[config.mk]
export PLATFORM = sky130hd
export DESIGN_NAME = bir_ctrl
export DESIGN_NICKNAME = d
export VERILOG_FILES = /design/src/bir_pkg.sv /design/src/bir_ctrl.sv
export SDC_FILE = /design/constraint.sdc
export NUM_CORES = 1
export LEC_CHECK = 0
export BUFFER_PORTS_ARGS = -buffer_cell sky130_fd_sc_hd__buf_2
export CAP_MARGIN = 20
export CORE_MARGIN = 2
export CORE_UTILIZATION = 24
export DETAILED_ROUTE_END_ITERATION = 6
export HOLD_SLACK_MARGIN = 0.08
export SLEW_MARGIN = 20
export SYNTH_ARGS = -nofsm -noshare
export SYNTH_HDL_FRONTEND = slang
export SYNTH_SLANG_ARGS = --single-unit
[constraint.sdc]
create_clock -name i_clk -period 1.2 [get_ports i_clk]
set_clock_uncertainty 0.05 [all_clocks]
set_input_delay 0.24 -clock i_clk [delete_from_list [all_inputs] [get_ports i_clk]]
set_output_delay 0.24 -clock i_clk [all_outputs]
set_load 0.005 [all_outputs]
[src/bir_pkg.sv]
// Shared types and constants for the bilinear image resampler.
// Used by bir_ctrl, bir_datapath and bilinear_image_resampler; no dependencies.
`timescale 1ns / 1ps

package bir_pkg;

    localparam int DEF_MAX_SOURCE_DIM = 512;
    localparam int DEF_MAX_OUTPUT_DIM = 2048;

    localparam int COORD_W = 11;
    localparam int PIXEL_W = 8;
    localparam int SIZE_W  = 10;
    localparam int SCALE_W = 24;
    localparam int POS_W   = COORD_W + SCALE_W;
    localparam int IX_W    = POS_W - 16;
    localparam int FRAC_W  = 8;
    localparam int WGT_W   = 2 * (FRAC_W + 1) - 1;
    localparam int ACC_W   = 24;
    localparam int TDATA_W = 32;
    localparam int CFG_IDX_W  = 2;
    localparam int CFG_DATA_W = 24;

    localparam logic [CFG_IDX_W-1:0] REG_SOURCE_WIDTH  = 2'd0;
    localparam logic [CFG_IDX_W-1:0] REG_SOURCE_HEIGHT = 2'd1;
    localparam logic [CFG_IDX_W-1:0] REG_SCALE_X       = 2'd2;
    localparam logic [CFG_IDX_W-1:0] REG_SCALE_Y       = 2'd3;

    localparam logic [SIZE_W-1:0]  RST_SOURCE_WIDTH  = 10'd512;
    localparam logic [SIZE_W-1:0]  RST_SOURCE_HEIGHT = 10'd512;
    localparam logic [SCALE_W-1:0] RST_SCALE_X       = 24'd23967;
    localparam logic [SCALE_W-1:0] RST_SCALE_Y       = 24'd23967;

    localparam logic [1:0] NB_TOP_LEFT     = 2'd0;
    localparam logic [1:0] NB_TOP_RIGHT    = 2'd1;
    localparam logic [1:0] NB_BOTTOM_LEFT  = 2'd2;
    localparam logic [1:0] NB_BOTTOM_RIGHT = 2'd3;

    typedef struct packed {
        logic       latch_in;
        logic       write_px;
        logic       do_mul;
        logic       do_addr;
        logic       issue;
        logic       accum;
        logic [1:0] nb_sel;
        logic       load_out;
    } t_bir_cmd;

    typedef struct packed {
        logic load_ok;
        logic sample_ok;
        logic out_free;
    } t_bir_status;

endpackage

[src/bir_ctrl.sv]
// Sequencer for the bilinear image resampler.
// Drives the datapath commands; depends on bir_pkg.
`timescale 1ns / 1ps

module bir_ctrl (
    input  logic               i_clk,
    input  logic               i_rst_n,
    input  logic               s_axis_tvalid,
    output logic               s_axis_tready,
    input  bir_pkg::t_bir_status i_status,
    output bir_pkg::t_bir_cmd  o_cmd
);

    localparam logic [2:0] S_IDLE = 3'd0;
    localparam logic [2:0] S_MUL  = 3'd1;
    localparam logic [2:0] S_ADDR = 3'd2;
    localparam logic [2:0] S_RUN  = 3'd3;
    localparam logic [2:0] S_DONE = 3'd4;
    localparam logic [2:0] STEP_LAST = 3'd4;

    logic [2:0] r_state, n_state;
    logic [2:0] r_step, n_step;
    logic       accept;

    assign s_axis_tready = (r_state == S_IDLE);
    assign accept        = s_axis_tvalid && s_axis_tready;

    always_comb begin
        n_state = r_state;
        n_step  = r_step;
        o_cmd   = '0;
        case (r_state)
            S_IDLE: begin
                o_cmd.latch_in = accept;
                o_cmd.write_px = accept && i_status.load_ok;
                if (accept && i_status.sample_ok) begin
                    n_state = S_MUL;
                end
            end
            S_MUL: begin
                o_cmd.do_mul = 1'b1;
                n_state      = S_ADDR;
            end
            S_ADDR: begin
                o_cmd.do_addr = 1'b1;
                n_step        = '0;
                n_state       = S_RUN;
            end
            S_RUN: begin
                o_cmd.issue  = (r_step != STEP_LAST);
                o_cmd.accum  = (r_step != 3'd0);
                o_cmd.nb_sel = r_step[1:0];
                n_step       = r_step + 3'd1;
                if (r_step == STEP_LAST) begin
                    n_state = S_DONE;
                end
            end
            S_DONE: begin
                o_cmd.load_out = i_status.out_free;
                if (i_status.out_free) begin
                    n_state = S_IDLE;
                end
            end
            default: begin
                n_state = S_IDLE;
            end
        endcase
    end

    always_ff @(posedge i_clk) begin
        if (!i_rst_n) begin
            r_state <= S_IDLE;
            r_step  <= '0;
        end else begin
            r_state <= n_state;
            r_step  <= n_step;
        end
    end

    a_sample_starts: assert property (@(posedge i_clk) disable iff (!i_rst_n)
        (accept && i_status.sample_ok) |=> (r_state == S_MUL))
        else $error("accepted sample did not start the sequence");

    a_step_bound: assert property (@(posedge i_clk) disable iff (!i_rst_n)
        (r_state == S_RUN) |-> (r_step <= STEP_LAST))
        else $error("neighbour step counter out of range");

    a_done_returns: assert property (@(posedge i_clk) disable iff (!i_rst_n)
        (r_state == S_DONE && i_status.out_free) |=> (r_state == S_IDLE))
        else $error("finished sample did not release the block");

endmodule

==> results.rst, run 1 <==
.. list-table::
   :header-rows: 1

   * - Metric
     - Value
   * - Number of instances in the synthesized netlist
     - 47
   * - Length of the first detailed-routing pass in iterations
     - 6
   * - Total count of hold-check failures in the final report
     - 0
   * - Min-Delay Path Depth
     - 2
   * - Library cell with the highest instance count after synthesis
     - sky130_fd_sc_hd__dfxtp_1
   * - Floorplan row count
     - 15
   * - Via count of the first global-routing pass
     - 422
   * - Detailed Route WL
     - 1097 um
   * - CTS Sinks
     - 6
   * - Vias after detailed routing
     - 436
   * - Share of the clock period used by the worst path after layout
     - 117.2%
   * - Vertical die dimension
     - 45.86 um
   * - Core utilization of the finished layout
     - 40.59%
   * - Sequential-to-total area share from yosys stat
     - 28.57%
   * - Number of flops mapped to enable cells by yosys
     - 0
   * - Drc violations
     - 0
   * - Die extent in x
     - 45.86 um
   * - Source-to-sink clock delay at the later pin of the worst-skew pair
     - 0.25 ns
   * - Hold_buf cts
     - 0
   * - Maximum clock rate
     - 0.7110 GHz
   * - Unrepaired setup endpoints after global routing
     - yes
   * - Initial Util
     - 24.89%
   * - CP required
     - 0.91 ns
   * - Master cell of the clock root buffer
     - sky130_fd_sc_hd__clkbuf_4
   * - Final critical delay including setup and external delays
     - 1.407 ns
   * - Top cells by instance count after synthesis
     - 6 x sky130_fd_sc_hd__dfxtp_1, 4 x sky130_fd_sc_hd__nor2_1
   * - Final slew viol count
     - 0
   * - Global routing usage on met1
     - 13.06%
   * - Highest ir drop seen on vdd
     - 0.0004305 V
   * - Post-synth net total
     - 55
   * - Total routing resource utilization after global routing
     - 11.67%
   * - Failing checks
     - setup timing
   * - Power consumption
     - 0.5597 mW
   * - P&R area growth vs syn
     - 63.10%
   * - FILL cells
     - 178
   * - Sequential standard cell area
     - 128.9 sq um
   * - Async SR Flop Fraction
     - 0%
   * - Critical path start-end classification
     - reg2out
   * - Number of max-capacitance violations reported
     - 0
   * - Number of unique standard cell types used by synthesis
     - 24
   * - Routed wire length per instance
     - 11.55 um
   * - Minimum setup slack among reg-to-reg paths
     - 0.07 ns
   * - Critical Path End Type
     - output pin
   * - Final-report setup violation count
     - 10
   * - Last weighted congestion value of the routability-driven placer
     - 0.8659
   * - Worst r2r dst
     - r_state[2]
   * - Count of boundary I/O pins
     - 16
   * - Area taken by multi-input logic gates
     - 294.0 sq um
   * - Clock Pin Slew Worst Setup and Hold Paths
     - 0.04 ns
   * - Static leakage power
     - 0.3205 nW
   * - Leading post-synthesis cells by cell area
     - sky130_fd_sc_hd__dfxtp_1 29%, sky130_fd_sc_hd__buf_6 8.0%, sky130_fd_sc_hd__ha_1 6.0%, sky130_fd_sc_hd__nor4b_4 5.7%, sky130_fd_sc_hd__a21boi_1 5.4%
   * - Area enclosed by the die boundary
     - 2103 sq um
   * - Most used DFF post-synth
     - sky130_fd_sc_hd__dfxtp_1
   * - GRT met3 Usage
     - 3.968%
   * - WHS
     - 0.2176 ns
   * - Clock tree from TritonCTS
     - done
   * - Mean number of vias per cell
     - 4.589
   * - Highest net fanout along the worst path
     - 5
   * - Top cell family by delay on the critical path
     - flip-flops
   * - Num CTS Buffers
     - 3
   * - Cell chain of the critical path
     - nand3b_2 -> a21oi_2 -> buf_2
   * - Cell type with the highest aggregate area in the netlist
     - sky130_fd_sc_hd__dfxtp_1
   * - Number of DRC violations after detailed-routing iteration 0
     - 3
   * - Detail Placement HPWL
     - 754 um
   * - Max-slew headroom at the worst pin
     - 86.19%
   * - Most used routing layer in global routing
     - met2
   * - CP max stage cell
     - sky130_fd_sc_hd__dfxtp_2
   * - Endpoint of the worst hold-timing path
     - r_state[0]
   * - Synth warn
     - 0
   * - Worst r2r path cells
     - 4
   * - NumNets Final
     - 88
   * - Power density relative to cell area
     - 816.3 nW/um^2
   * - Smallest setup slack after layout
     - -0.2065 ns
   * - Pin count of the biggest net entering global routing
     - 9
   * - Fraction of post-synthesis cell area in the top cell type by area
     - 28.57%
   * - Number of register bits inferred by synthesis
     - 6
   * - Htree depth
     - 1
   * - Number of I/O port buffers
     - 15
   * - Number of antenna cells inserted
     - 0
   * - Crit path DAT
     - 1.12 ns
   * - ANT nets after route
     - 0
   * - Remaining global-route overflow
     - 0
   * - Clock tree buffer depth
     - 2
   * - Worst Setup Start Kind
     - register
   * - Proportion of layout cells with a drive suffix above 1
     - 61.54%
   * - Path type of the worst min-delay path
     - in2reg
   * - GR met2 Demand/Resource
     - 18.06%
   * - Synth Area per Inst
     - 8.945 sq um
   * - Cell Area, Synth
     - 420.4 sq um
   * - Worst Min Path Start
     - i_rst_n
   * - Transition time at the pin with the least slew margin
     - 0.2063 ns
   * - Antenna violations before repair
     - 0
   * - Buf+Inv Stages, Crit Path
     - 1
   * - Area of the core region
     - 1689 sq um
   * - First-pass GRT wire length
     - 1697 um
   * - Critical Path Max Stage Delay
     - 0.34 ns
   * - FF-to-FF Start
     - r_state[0]
   * - Status
     - finished with violations
-- report_power, final --
part,internal [mW],switching (mW)
sequential,0.207,0.0158
combinational,0.0863,0.0574
clock,0.114,0.0797
total,0.407,0.153
-- worst max-delay path by stage --
stage	from	endpoint	cells past startpoint
global placement	r_state[0]	o_cmd[4]	3
finish	r_state[2]	o_cmd[4]	3
global route	r_state[2]	o_cmd[4]	3
detailed placement	r_state[0]	o_cmd[4]	3
floorplan	r_state[1]	o_cmd[7]	3
CTS	r_state[0]	o_cmd[7]	3
-- kinds of logic (layout without fill, tap and decap cells) --
logic type / count (synthesis) / count (layout) / share of synthesized area (%)
buf+inv: 6 / 37 / 10.71
fa+ha+maj: 2 / 2 / 5.951
simple gates: 24 / 24 / 40.18
compound gates: 9 / 9 / 14.58
flops: 6 / 6 / 28.57
-- sequential cells by signal, indices dropped and copies added, names as in the netlist --
name / flops
r_step: 3
r_state: 3
-- layout make-up --
type / instances / area share (%)
multi-input combinational: 35 / 42.88
timing repair buffer: 31 / 30.29
sequential: 6 / 18.80
clock buffer: 3 / 3.285
tap: 17 / 3.102
inverter: 3 / 1.642
-- cells in the final DEF, fill, tap and decap left out, types with 2 or more instances in the layout --
cell and instances:
sky130_fd_sc_hd__a21oi_1 2, sky130_fd_sc_hd__nand3_1 2, sky130_fd_sc_hd__nor4b_4 2, sky130_fd_sc_hd__nand2_1 3, sky130_fd_sc_hd__dfxtp_1 3, sky130_fd_sc_hd__buf_6 4
sky130_fd_sc_hd__buf_2 15, sky130_fd_sc_hd__a21boi_1 3, sky130_fd_sc_hd__dfxtp_4 2, sky130_fd_sc_hd__o21a_1 2, sky130_fd_sc_hd__nor2_1 3, sky130_fd_sc_hd__nor3b_2 2
sky130_fd_sc_hd__buf_4 11, sky130_fd_sc_hd__nand4_1 2, sky130_fd_sc_hd__clkbuf_4 3, sky130_fd_sc_hd__inv_2 2
-- stage by stage --
step                      area (sq um)  setup slack (ns)  setup TNS (ns)  instances
after global placement           580.6          -0.05813         -0.1757         89
after detailed placement         580.6          -0.05691         -0.2299         89
after floorplan                  420.4           0.02984               0         47
after CTS                        631.9           -0.2307          -1.701         93
final                            685.7           -0.2065          -1.583         95
after global routing             685.7           -0.2816          -2.210         95
-- timing repair --
item	CTS	global route
pin swaps	4	3
endpoints found under the setup margin	13	13
setup buffers	1	2
gates resized for setup	9	11
-- routing by layer --
layer,share of wire (%),vias to the layer above
met4,0.91,0
met2,54,9
met1,40,198
met3,4.1,2
met5,0,-
li1,-,227
No activity file was read; power rests on OpenSTA's default activity.
==> inputs of run 2 (changes only) <==
- SETUP_SLACK_MARGIN: unset -> 0.05
==> results.rst, run 2 (synthesis results as in run 1) <==
.. list-table::
   :header-rows: 1

   * - Metric
     - Value
   * - Status
     - finished with violations
   * - Failing checks
     - setup timing
   * - Mean number of vias per cell
     - 4.821 (+5.0%)
   * - FILL cells
     - 164 (-7.9%)
   * - Die extent in x
     - 45.86 um (unchanged)
   * - Detail Placement HPWL
     - 805.5 um (+6.8%)
   * - P&R area growth vs syn
     - 81.85%
   * - Registers with the highest flip-flop counts
     - r_state x3, r_step x3
   * - Initial Util
     - 24.89% (unchanged)
   * - Most frequent cells in the layout
     - 15 x sky130_fd_sc_hd__buf_2, 8 x sky130_fd_sc_hd__buf_6, 7 x sky130_fd_sc_hd__buf_4
   * - NumNets Final
     - 88 (unchanged)
   * - Placed cell areas
     - 573.1 sq um (-1.3%)
   * - Final slew viol count
     - 0 (unchanged)
   * - Buf+Inv Stages, Crit Path
     - 3 (+2)
   * - ANT nets after route
     - 0 (unchanged)
   * - Proportion of layout cells with a drive suffix above 1
     - 70.51% (+9.0 points)
   * - Floorplan row count
     - 15 (unchanged)
   * - Number of DRC violations after detailed-routing iteration 0
     - 8 (+5)
   * - Critical path start-end classification
     - reg2out
   * - Sequential standard cell area
     - 133.9 sq um (+3.9%)
   * - Worst Setup Start Kind
     - register
   * - Vias after detailed routing
     - 458 (+5.0%)
   * - Transition time at the pin with the least slew margin
     - 0.2002 ns (-0.006077 ns)
   * - Critical Path End Type
     - output pin
   * - Crit path DAT
     - 1.14 ns (+0.02 ns)
   * - Cell chain of the critical path
     - buf_12 -> buf_6 -> nor3b_2 -> buf_2
   * - Total non-filler cell area in the finished layout
     - 764.5 sq um (+11%)
   * - Power density relative to cell area
     - 787.5 nW/um^2 (-3.5%)
   * - Htree depth
     - 1 (unchanged)
   * - Drc violations
     - 0 (unchanged)
   * - Antenna violations before repair
     - 0 (unchanged)
   * - Area of the core region
     - 1689 sq um (unchanged)
   * - Area taken by multi-input logic gates
     - 335.3 sq um (+14%)
   * - Highest net fanout along the worst path
     - 7 (+2)
   * - Maximum clock rate
     - 0.6976 GHz (-1.9%)
   * - Count of boundary I/O pins
     - 16 (unchanged)
   * - Num CTS Buffers
     - 3 (unchanged)
   * - Most common cell after layout, fill and taps aside
     - sky130_fd_sc_hd__buf_2
   * - Source-to-sink clock delay at the later pin of the worst-skew pair
     - 0.26 ns (about the same)
   * - CP required
     - 0.91 ns (about the same)
   * - Via count of the first global-routing pass
     - 451 (+6.9%)
   * - Area enclosed by the die boundary
     - 2103 sq um (unchanged)
   * - Remaining global-route overflow
     - 0 (unchanged)
   * - Total count of hold-check failures in the final report
     - 0 (unchanged)
   * - Last weighted congestion value of the routability-driven placer
     - 0.8140 (-6.0%)
   * - Smallest setup slack after layout
     - -0.2335 ns (-0.02701 ns)
   * - CP max stage cell
     - sky130_fd_sc_hd__dfxtp_4
   * - Final critical delay including setup and external delays
     - 1.434 ns (+0.02701 ns)
   * - Routed wire length per instance
     - 12.84 um (+11%)
   * - Static leakage power
     - 0.3584 nW (+12%)
   * - Total routing resource utilization after global routing
     - 12.23% (+0.56 points)
   * - Detailed Route WL
     - 1220 um (+11%)
   * - Critical Path Max Stage Delay
     - 0.35 ns (about the same)
   * - Vertical die dimension
     - 45.86 um (unchanged)
   * - Clock Pin Slew Worst Setup and Hold Paths
     - 0.05 ns (about the same)
   * - Max-slew headroom at the worst pin
     - 86.60% (+0.41 points)
   * - Path type of the worst min-delay path
     - in2reg
   * - Core utilization of the finished layout
     - 45.26% (+4.7 points)
   * - Unrepaired setup endpoints after global routing
     - yes
   * - First-pass GRT wire length
     - 1800 um (+6.1%)
   * - Number of I/O port buffers
     - 15 (unchanged)
   * - Pin count of the biggest net entering global routing
     - 10 (+1)
   * - Master cell of the clock root buffer
     - sky130_fd_sc_hd__clkbuf_4
   * - CTS Sinks
     - 6 (unchanged)
   * - Clock tree from TritonCTS
     - done
   * - Number of antenna cells inserted
     - 0 (unchanged)
   * - Final-report setup violation count
     - 12 (+2)
   * - Share of the clock period used by the worst path after layout
     - 119.5% (+2.3 points)
   * - Length of the first detailed-routing pass in iterations
     - 4 (-2)
   * - Number of max-capacitance violations reported
     - 0 (unchanged)
   * - Clock tree buffer depth
     - 2 (unchanged)
   * - Setup slack at placement
     - -0.07535 ns (-0.01844 ns)
   * - Highest ir drop seen on vdd
     - 0.0005689 V (+32%)
   * - Top cell family by delay on the critical path
     - buffers and inverters
==> run 2: cell count changes in the layout (fill, tap and decap cells not counted), sizes merged <==
cell	before	now
buf	30	31
clkbuf	4	3
==> run 2: metrics by stage <==
step	total power, mW	std cells	TNS [ns]	hold WS [ns]
finish	0.6020	95	-1.815	0.2048
global route	0.6311	95	-2.296	0.2135
CTS	0.5485	91	-1.454	0.2073
detailed placement	0.3343	88	-0.1951	0.4822
global placement	0.3336	88	-0.1031	0.4801
floorplan	0.2853	47	0	0.3077
==> run 2: power by group <==
| part | leakage, nW | internal (mW) | switching, mW |
|---|---|---|---|
| combinational | 0.293 | 0.108 | 0.0673 |
| sequential | 0.0519 | 0.204 | 0.0141 |
| clock | 0.0138 | 0.115 | 0.0935 |
==> run 2: path summary, 6_finish.rpt <==
kind,from,to,slack (ns),depth (start not counted)
max reg2reg,r_state[0],r_state[2],-0.02,5
max,r_state[0],o_cmd[5],-0.23,4
min reg2reg,r_step[2],r_step[2],0.53,2
min,i_rst_n,r_state[2],0.20,2
==> run 2: layer usage <==
| layer | wire, um | track usage [%] | vias up |
|---|---|---|---|
| li1 | - | - | 230 |
| met1 | 502 | 13.30 | 213 |
| met2 | 653 | 19.17 | 11 |
| met3 | 37 | 2.778 | 4 |
| met4 | 27 | 11.43 | 0 |
| met5 | 0 | 0 | - |
==> run 2: area by class of cell <==
cell class | count | share of cell area (%)
clock buffers | 3 | 2.946
flip-flops and latches | 6 | 17.51
inverters | 3 | 1.800
repair buffers | 31 | 31.10
well taps | 17 | 2.782
multi-input cells | 35 | 43.86
==> run 2: what timing repair did <==
item	in CTS	in global routing
hold buffers	0	0
pin swaps	5	10
gates cloned	0	0
endpoints found under the setup margin	16	13
setup buffers	0	4
resized for setup	15	20
==> run 2: worst register-to-register path: stages, from the launching register on <==
cell and delay [ns]:
sky130_fd_sc_hd__dfxtp_4 0.35, sky130_fd_sc_hd__buf_12 0.14, sky130_fd_sc_hd__buf_6 0.11, sky130_fd_sc_hd__buf_6 0.10, sky130_fd_sc_hd__nor4b_4 0.27, sky130_fd_sc_hd__o21a_1 0.15
